===== config.mk =====
export PLATFORM = sky130hd
export DESIGN_NAME = tiled_64x32_to_linear_address
export DESIGN_NICKNAME = d
export VERILOG_FILES = /design/src/rtl/t64lin_pkg.sv /design/src/rtl/t64lin_front.sv /design/src/rtl/t64lin_back.sv /design/src/rtl/tiled_64x32_to_linear_address.sv
export SDC_FILE = /design/constraint.sdc
export NUM_CORES = 1
export LEC_CHECK = 0
export BUFFER_PORTS_ARGS = -buffer_cell sky130_fd_sc_hd__buf_2
export CAP_MARGIN = 5
export CORE_ASPECT_RATIO = 0.6
export CORE_MARGIN = 4
export CORE_UTILIZATION = 45
export DETAILED_ROUTE_END_ITERATION = 8
export GPL_TIMING_DRIVEN = 0
export SLEW_MARGIN = 20
export SYNTH_ARGS = -nofsm -noshare
export SYNTH_HDL_FRONTEND = slang
export SYNTH_SLANG_ARGS = --single-unit

===== constraint.sdc =====
create_clock -name aclk -period 7.7 [get_ports aclk]
set_input_delay 0.385 -clock aclk [delete_from_list [all_inputs] [get_ports aclk]]
set_output_delay 0.385 -clock aclk [all_outputs]
set_load 0.02 [all_outputs]

===== src/rtl/t64lin_pkg.sv =====
// types, constants and register indexes for the 64x32-tiled to linear address generator
// no dependencies
`timescale 1ns / 1ps
`default_nettype none

package t64lin_pkg;

    localparam int MAX_WIDTH  = 4096;
    localparam int MAX_HEIGHT = 4096;

    localparam int CFG_W      = 14;
    localparam int CFG_IDX_W  = 2;
    localparam int DIM_W      = 13;
    localparam int PITCH_W    = 14;
    localparam int COORD_W    = 12;
    localparam int ADDR_W     = 25;

    localparam int TX_W       = 6;
    localparam int TY_W       = 7;
    localparam int INNER_W    = 11;
    localparam int COLS_W     = 7;
    localparam int ROWS_W     = 8;
    localparam int IDX_W      = 14;
    localparam int LTILES_W   = 15;
    localparam int CTILES_W   = 14;

    localparam logic [DIM_W-1:0]   MAX_WIDTH_C  = DIM_W'(MAX_WIDTH);
    localparam logic [DIM_W-1:0]   MAX_HEIGHT_C = DIM_W'(MAX_HEIGHT);
    localparam logic [DIM_W-1:0]   RST_WIDTH    = DIM_W'(640);
    localparam logic [DIM_W-1:0]   RST_HEIGHT   = DIM_W'(480);
    localparam logic [PITCH_W-1:0] RST_PITCH    = PITCH_W'(640);

    typedef enum logic [CFG_IDX_W-1:0] {
        CFG_FRAME_WIDTH  = 2'd0,
        CFG_FRAME_HEIGHT = 2'd1,
        CFG_LINE_PITCH   = 2'd2
    } cfg_index_t;

    typedef struct packed {
        logic               plane_sel;
        logic [COORD_W-1:0] pixel_col;
        logic [COORD_W-1:0] pixel_row;
    } in_item_t;

    typedef struct packed {
        logic [ADDR_W-1:0] source_offset;
        logic [ADDR_W-1:0] dest_offset;
        logic              copied;
        logic [ADDR_W-1:0] tiled_size;
    } out_item_t;

    typedef struct packed {
        logic [DIM_W-1:0]   frame_width;
        logic [DIM_W-1:0]   frame_height;
        logic [PITCH_W-1:0] line_pitch;
    } cfg_t;

    // values handed from the first arithmetic stage to the second
    typedef struct packed {
        logic                plane_sel;
        logic                copied;
        logic [TX_W-1:0]     tx;
        logic [INNER_W-1:0]  inner;
        logic [IDX_W-1:0]    band_base;
        logic [TY_W-1:0]     zz_add;
        logic [LTILES_W-1:0] luma_tiles;
        logic [CTILES_W-1:0] chroma_tiles;
        logic [ADDR_W-1:0]   row_prod;
        logic [COORD_W-1:0]  pixel_col;
    } mid_t;

endpackage

`default_nettype wire


===== src/rtl/t64lin_front.sv =====
// first arithmetic stage: frame geometry, tile coordinates, products and copy flag
// depends on t64lin_pkg
`timescale 1ns / 1ps
`default_nettype none

module t64lin_front
    import t64lin_pkg::*;
(
    input  wire cfg_t     cfg,
    input  wire in_item_t item,
    output mid_t          mid
);

    logic [DIM_W-1:0]    w;
    logic [DIM_W-1:0]    h;
    logic [DIM_W:0]      w_up;
    logic [DIM_W:0]      h_up;
    logic [DIM_W-1:0]    hh_up;
    logic [COLS_W-1:0]   cols;
    logic [COLS_W-1:0]   cols_even;
    logic [ROWS_W-1:0]   rows_luma;
    logic [ROWS_W-1:0]   rows_chroma;
    logic [ROWS_W-1:0]   rows_sel;
    logic [TX_W-1:0]     tx;
    logic [TY_W-1:0]     ty;
    logic [ROWS_W-1:0]   ty_next;
    logic [TY_W-1:0]     odd_add;
    logic [TY_W-1:0]     even_add;
    logic [DIM_W-1:0]    row_limit;
    logic [2*PITCH_W-1:0] row_prod_full;

    always_comb begin
        w = (cfg.frame_width  > MAX_WIDTH_C)  ? MAX_WIDTH_C  : cfg.frame_width;
        h = (cfg.frame_height > MAX_HEIGHT_C) ? MAX_HEIGHT_C : cfg.frame_height;

        w_up        = {1'b0, w} + (DIM_W+1)'(63);
        h_up        = {1'b0, h} + (DIM_W+1)'(31);
        hh_up       = {1'b0, h[DIM_W-1:1]} + DIM_W'(31);
        cols        = w_up[DIM_W-1:6];
        cols_even   = (cols + COLS_W'(1)) & ~COLS_W'(1);
        rows_luma   = h_up[DIM_W-1:5];
        rows_chroma = hh_up[DIM_W-1:5];
        rows_sel    = item.plane_sel ? rows_chroma : rows_luma;

        tx      = item.pixel_col[COORD_W-1:6];
        ty      = item.pixel_row[COORD_W-1:5];
        ty_next = {1'b0, ty} + ROWS_W'(1);

        // zig-zag step within a pair of tile rows
        odd_add  = {1'b0, tx[TX_W-1:2], 2'b00} + TY_W'(2);
        even_add = ({1'b0, tx} + TY_W'(2)) & ~TY_W'(3);

        if (ty[0]) begin
            mid.zz_add = odd_add;
        end else if (!rows_sel[0] || ty_next != rows_sel) begin
            mid.zz_add = even_add;
        end else begin
            mid.zz_add = '0;
        end

        row_limit  = item.plane_sel ? {1'b0, h[DIM_W-1:1]} : (h & ~DIM_W'(1));
        mid.copied = ({1'b0, item.pixel_col} < w) && ({1'b0, item.pixel_row} < row_limit);

        mid.plane_sel    = item.plane_sel;
        mid.tx           = tx;
        mid.inner        = {item.pixel_row[4:0], item.pixel_col[5:0]};
        mid.band_base    = IDX_W'({ty[TY_W-1:1], 1'b0}) * IDX_W'(cols_even);
        mid.luma_tiles   = LTILES_W'(cols_even) * LTILES_W'(rows_luma);
        mid.chroma_tiles = CTILES_W'(cols_even) * CTILES_W'(rows_chroma);
        row_prod_full    = {{(PITCH_W-COORD_W){1'b0}}, item.pixel_row} * cfg.line_pitch;
        mid.row_prod     = row_prod_full[ADDR_W-1:0];
        mid.pixel_col    = item.pixel_col;
    end

endmodule

`default_nettype wire


===== src/rtl/t64lin_back.sv =====
// second arithmetic stage: plane sizes, tile index and final offsets
// depends on t64lin_pkg
`timescale 1ns / 1ps
`default_nettype none

module t64lin_back
    import t64lin_pkg::*;
(
    input  wire mid_t  mid,
    output out_item_t  res
);

    logic [LTILES_W-1:0] luma_round;
    logic [CTILES_W-1:0] chroma_round;
    logic [ADDR_W-1:0]   luma_bytes;
    logic [ADDR_W-1:0]   chroma_size;
    logic [IDX_W-1:0]    idx;
    logic [ADDR_W-1:0]   tile_off;

    always_comb begin
        // round tile counts up to a group of four tiles
        luma_round   = (mid.luma_tiles + LTILES_W'(3)) & ~LTILES_W'(3);
        chroma_round = (mid.chroma_tiles + CTILES_W'(3)) & ~CTILES_W'(3);
        luma_bytes   = {luma_round[IDX_W-1:0], {INNER_W{1'b0}}};
        chroma_size  = {chroma_round[IDX_W-1:0], {INNER_W{1'b0}}};

        idx      = mid.band_base + IDX_W'(mid.tx) + IDX_W'(mid.zz_add);
        tile_off = {idx, mid.inner};

        res.source_offset = mid.plane_sel ? (luma_bytes + tile_off) : tile_off;
        res.dest_offset   = mid.row_prod + ADDR_W'(mid.pixel_col);
        res.copied        = mid.copied;
        res.tiled_size    = luma_bytes + chroma_size;
    end

endmodule

`default_nettype wire


===== src/rtl/tiled_64x32_to_linear_address.sv =====
// top level of the 64x32-tiled to linear NV12 address generator
// depends on t64lin_pkg, t64lin_front, t64lin_back
//
// One result item leaves for every input item, in order. The block is a three-register
// pipeline (input register, middle register, result register) with two short arithmetic
// stages between them, so it takes one item per cycle while the result side does not stall;
// each item passes through the input, middle and result registers in turn before its result
// is offered. A stall on the result side holds the result register, and an earlier stage
// holds only while the next stage is full and held; the input side keeps taking items while
// any stage is free. The geometry is worked out from the configuration registers as each
// item leaves the input register; new width, height and pitch act on items leaving it later.
`timescale 1ns / 1ps
`default_nettype none

module tiled_64x32_to_linear_address
    import t64lin_pkg::*;
(
    input  wire                  aclk,
    input  wire                  aresetn,

    input  wire                  cfg_we,
    input  wire [CFG_IDX_W-1:0]  cfg_index,
    input  wire [CFG_W-1:0]      cfg_wdata,

    input  wire                  s_valid,
    output logic                 s_ready,
    input  wire in_item_t        s_item,

    output logic                 m_valid,
    input  wire                  m_ready,
    output out_item_t            m_item
);

    cfg_t      cfg_reg;
    in_item_t  in_reg;
    mid_t      mid_reg;
    out_item_t out_reg;
    logic      in_valid_reg;
    logic      mid_valid_reg;
    logic      out_valid_reg;

    mid_t      mid_next;
    out_item_t out_next;
    logic      ld_in;
    logic      ld_mid;
    logic      ld_out;

    // configuration registers
    always_ff @(posedge aclk) begin
        if (!aresetn) begin
            cfg_reg.frame_width  <= RST_WIDTH;
            cfg_reg.frame_height <= RST_HEIGHT;
            cfg_reg.line_pitch   <= RST_PITCH;
        end else if (cfg_we) begin
            unique case (cfg_index)
                CFG_FRAME_WIDTH:  cfg_reg.frame_width  <= cfg_wdata[DIM_W-1:0];
                CFG_FRAME_HEIGHT: cfg_reg.frame_height <= cfg_wdata[DIM_W-1:0];
                CFG_LINE_PITCH:   cfg_reg.line_pitch   <= cfg_wdata[PITCH_W-1:0];
                default: ;
            endcase
        end
    end

    // pipeline advance
    always_comb begin
        ld_out  = mid_valid_reg && (!out_valid_reg || m_ready);
        ld_mid  = in_valid_reg && (!mid_valid_reg || ld_out);
        s_ready = !in_valid_reg || ld_mid;
        ld_in   = s_valid && s_ready;
    end

    always_ff @(posedge aclk) begin
        if (!aresetn) begin
            in_valid_reg  <= 1'b0;
            mid_valid_reg <= 1'b0;
            out_valid_reg <= 1'b0;
        end else begin
            in_valid_reg  <= ld_in  || (in_valid_reg  && !ld_mid);
            mid_valid_reg <= ld_mid || (mid_valid_reg && !ld_out);
            out_valid_reg <= ld_out || (out_valid_reg && !m_ready);
        end
    end

    always_ff @(posedge aclk) begin
        if (ld_in) begin
            in_reg <= s_item;
        end
        if (ld_mid) begin
            mid_reg <= mid_next;
        end
        if (ld_out) begin
            out_reg <= out_next;
        end
    end

    t64lin_front u_front (
        .cfg  (cfg_reg),
        .item (in_reg),
        .mid  (mid_next)
    );

    t64lin_back u_back (
        .mid (mid_reg),
        .res (out_next)
    );

    assign m_valid = out_valid_reg;
    assign m_item  = out_reg;

endmodule

`default_nettype wire


==> results.yml <==
global_route:
  grt_pass1_vias: 14500
  grt_pass1_wl_microns: 82400
  grtUsageTotal_pct: 22.0
  overflow: 0
  antenna_found_initial: 4
  grt_start_max_net_pins: 27
placement:
  dp_hpwl_microns: 42900
  portBuffers: 110
  post_dp_cell_area_sq_mm: 0.0217
  gp_congestion: 0.955
  dp.cells: 2760
synthesis:
  syn_area_sq_mm: 0.0201
  syn_inst: 2048
  async_flop_share_pct: 0
  yosys_warnings: 0
  synth_seq_cells: 219
  synth-edff-count: 176
  syn_area_per_cell_sq_um: 9.83
  synth_cell_type_count: 73
  synth_flop_cell: "edfxtp_1"
  yosysSeqAreaShare_pct: 30.5
layout:
  largest_reg_flops: 88
  nets: 2660
  nFillCells: 3953
  area_growth_pct: 13.2
  layout.cells.non_filler: 2830
  layout-drive-gt1-share_pct: 10.0
  final_area_sq_mm: 0.0228
power:
  p_int_mw: 3.06
  p_leak_nw: 10.1
  ir_drop_mv: 0.150
  p_switching_mw: 1.80
  pwr-share-seq_pct: 32.6
  clkPwrFrac_pct: 25.9
  powerDensity_mw_per_mm2: 214
  swShare_pct: 37.1
  combPwrFrac_pct: 41.5
setup_path:
  cpMostUsedCell: "fa_1"
  regToRegStartpoint: "in_reg[5]"
  r2r_setup_slack_ns: 0.47
  setup.worst_path.end: "mid_reg[31]"
  reg2reg_depth: 19
  critical_path.max_fanout: 10
  crit_family: "adder cells"
  path_depth: 19
  crit_buf_inv: 5
  required_ns: 8.01
  endpoint_kind: "flip-flop"
  path_cells: "clkbuf_1, buf_1, nand2_1, fa_1, inv_1, fa_1, inv_1, fa_1, inv_1, fa_1, fa_1, ha_1, a211o_1, o31ai_1, nand2_1, a31oi_1, nor2_1, o41ai_1, xnor2_1"
  arrival_ns: 7.54
  path_class: "reg -> reg"
  cp_slowest_cell: "clkbuf_1"
  r2r-end: "mid_reg[31]"
  critPathLaunch: "in_reg[5]"
  max_stage_delay_ns: 0.71
  start_kind: "flip-flop"
timing:
  finalClockSkew_ns: 0.0206
  min_period_ns: 7.23
  finalSetupViolations: 0
  maxSlewHeadroom_pct: 34.8
  final-max-slew-violation-count: 0
  rsz0062_at_grt: "false"
  min_period_over_period_pct: 93.9
  fmax_ghz: 0.138
  finalSetupTns_ns: 0
  finalHoldViolCount: 0
  tightest_slew_ns: 0.976
drt:
  dr.pass1.iters: 7
  drt_iter0_drc: 1171
  via_per_inst: 5.30
  avgRoutedWirePerCell_microns: 18.6
  drtAntennaViolNets: 0
  vias: 15000
  route.detailed.drc: 0
  totalWireLength_microns: 52600
run:
  max_cap_violations: 0
clock_tree:
  cts.sink_count: 219
  numCtsBuffers: 25
  cts-root-buf: "clkbuf_16"
  path_clk_slew_ns: 0.07
  cts_tree: "done"
  clock_path_buffers: 3
  htree_num_levels: 1
  clk_latency_ns: 0.58
die:
  rows: 59
  dieArea_sq_mm: 0.0483
  fp.dieH_microns: 172
  start_util_pct: 46.0
  core_area_sq_mm: 0.0438
  die_x_microns: 281
  ios: 124
status:
  status: "complete, no violations"
min_path:
  hold_path_class: "in -> reg"
  hold_depth: 1
[power by group through the flow]
stage	combinational, mW	clock (mW)	sequential, mW
finish	2.02	1.26	1.59
global route	2.29	1.34	1.60
CTS	2.01	1.29	1.59
detailed placement	1.98	0	1.61
global placement	1.92	0	1.62
floorplan	1.47	0	1.62
[metal layers]
metal  routed length [microns]  track usage (%)  up-vias
met5                         0                0        -
met4                       860             3.57        0
met3                      5040             3.83       54
met2                     19400             29.0      553
met1                     27400             37.3     7303
li1                          -                -     7075
[logic make-up (layout without fill, tap and decap cells)]
group                    count (synthesis)  count (layout)  share of synthesized area [%]
flip-flops                             219             219                           30.5
other                                    2              19                         0.0373
multiplexers                            17              17                          0.932
XOR/XNOR                               150             150                           6.52
AO/OA/AOI/OAI                          243             243                           8.15
AND/OR/NAND/NOR                        681             681                           16.0
adder cells (fa/ha/maj)                384             384                           31.0
buffers and inverters                  352             538                           6.84
[worst reg2reg max path, delay by kind of cell, from the launching register on]
family                   cells  cell delay, ns
adder cells (fa/ha/maj)      6            2.89
AO/OA/AOI/OAI                4            1.50
buffers and inverters        5            1.38
flip-flops                   1            0.62
AND/OR/NAND/NOR              3            0.46
XOR/XNOR                     1            0.11
[worst min path at each step]
stage | from | to | slack (ns)
floorplan | mid_reg[104] | m_item[25] | 0.40
global placement | mid_reg[104] | m_item[25] | 0.40
detailed placement | mid_reg[93] | m_item[57] | 0.41
CTS | s_item[5] | in_reg[5] | 0.0006
global route | s_item[5] | in_reg[5] | 0.001
finish | s_item[5] | in_reg[5] | 0.02
[cell usage after synthesis (10+ instances only)]
library cell  count  area share, %
nand2_1         268            5.0
inv_1           262            4.9
fa_1            192             19
ha_1            191             12
edfxtp_1        176             26
nor2_1          148            2.8
xnor2_1         112            4.9
a21oi_1          68            1.7
and2_1           68            2.1
clkbuf_1         66            1.2
nand3_1          46            1.1
dfxtp_1          43            4.3
xor2_1           38            1.7
a21boi_0         35            1.3
nor2b_1          35            1.1
o21ai_0          32           0.80
a21o_1           22           0.82
nor3_1           20           0.50
nand2b_1         19           0.59
and3_1           16           0.50
o21bai_1         15           0.56
mux2_2           14           0.78
buf_4            13           0.48
or2_2            11           0.34
or3_1            11           0.34
o21a_1           10           0.37
[stage by stage]
| step | total power, mW | worst slack [ns] | util, % | hold WS, ns |
|---|---|---|---|---|
| final | 4.87 | 0.472 | 52.1 | 0.0205 |
| after global routing | 5.23 | 0.0815 | 52.1 | 0.00138 |
| after CTS | 4.89 | 0.193 | 52.0 | 0.000551 |
| after detailed placement | 3.59 | 0.239 | 49.6 | 0.406 |
| after global placement | 3.54 | -3.47 | 49.1 | 0.405 |
| after floorplan | 3.09 | 0.0732 | - | 0.400 |
[cell usage in the layout, fill, tap and decap left out, types with 43 or more instances in the layout]
cell type,count
a21oi_1,68
nand2_1,268
fa_1,192
clkbuf_1,70
buf_2,116
edfxtp_1,176
xnor2_1,112
nor2_1,148
inv_1,262
ha_1,191
and2_1,68
nand3_1,46
dfxtp_1,43
[timing repair]
item                                    CTS  global route
endpoints found under the setup margin    0             2
setup buffers                             0             0
gates resized for setup                   0             1
endpoints found under the hold margin    23             0
hold buffers                             23             0
[cell type report]
| class | instances | area [sq um] | area share [%] |
|---|---|---|---|
| Antenna cell | 1 | 2.50 | 0.0110 |
| Timing Repair Buffer | 140 | 966 | 4.24 |
| Buffer | 89 | 390 | 1.71 |
| Sequential cell | 219 | 6150 | 27.0 |
| Tap cell | 579 | 724 | 3.18 |
| Clock inverter | 15 | 176 | 0.774 |
| Inverter | 263 | 987 | 4.33 |
| Clock buffer | 31 | 668 | 2.93 |
| Multi-Input combinational cell | 1493 | 12700 | 55.9 |
Power figures use the tool's default switching activity.
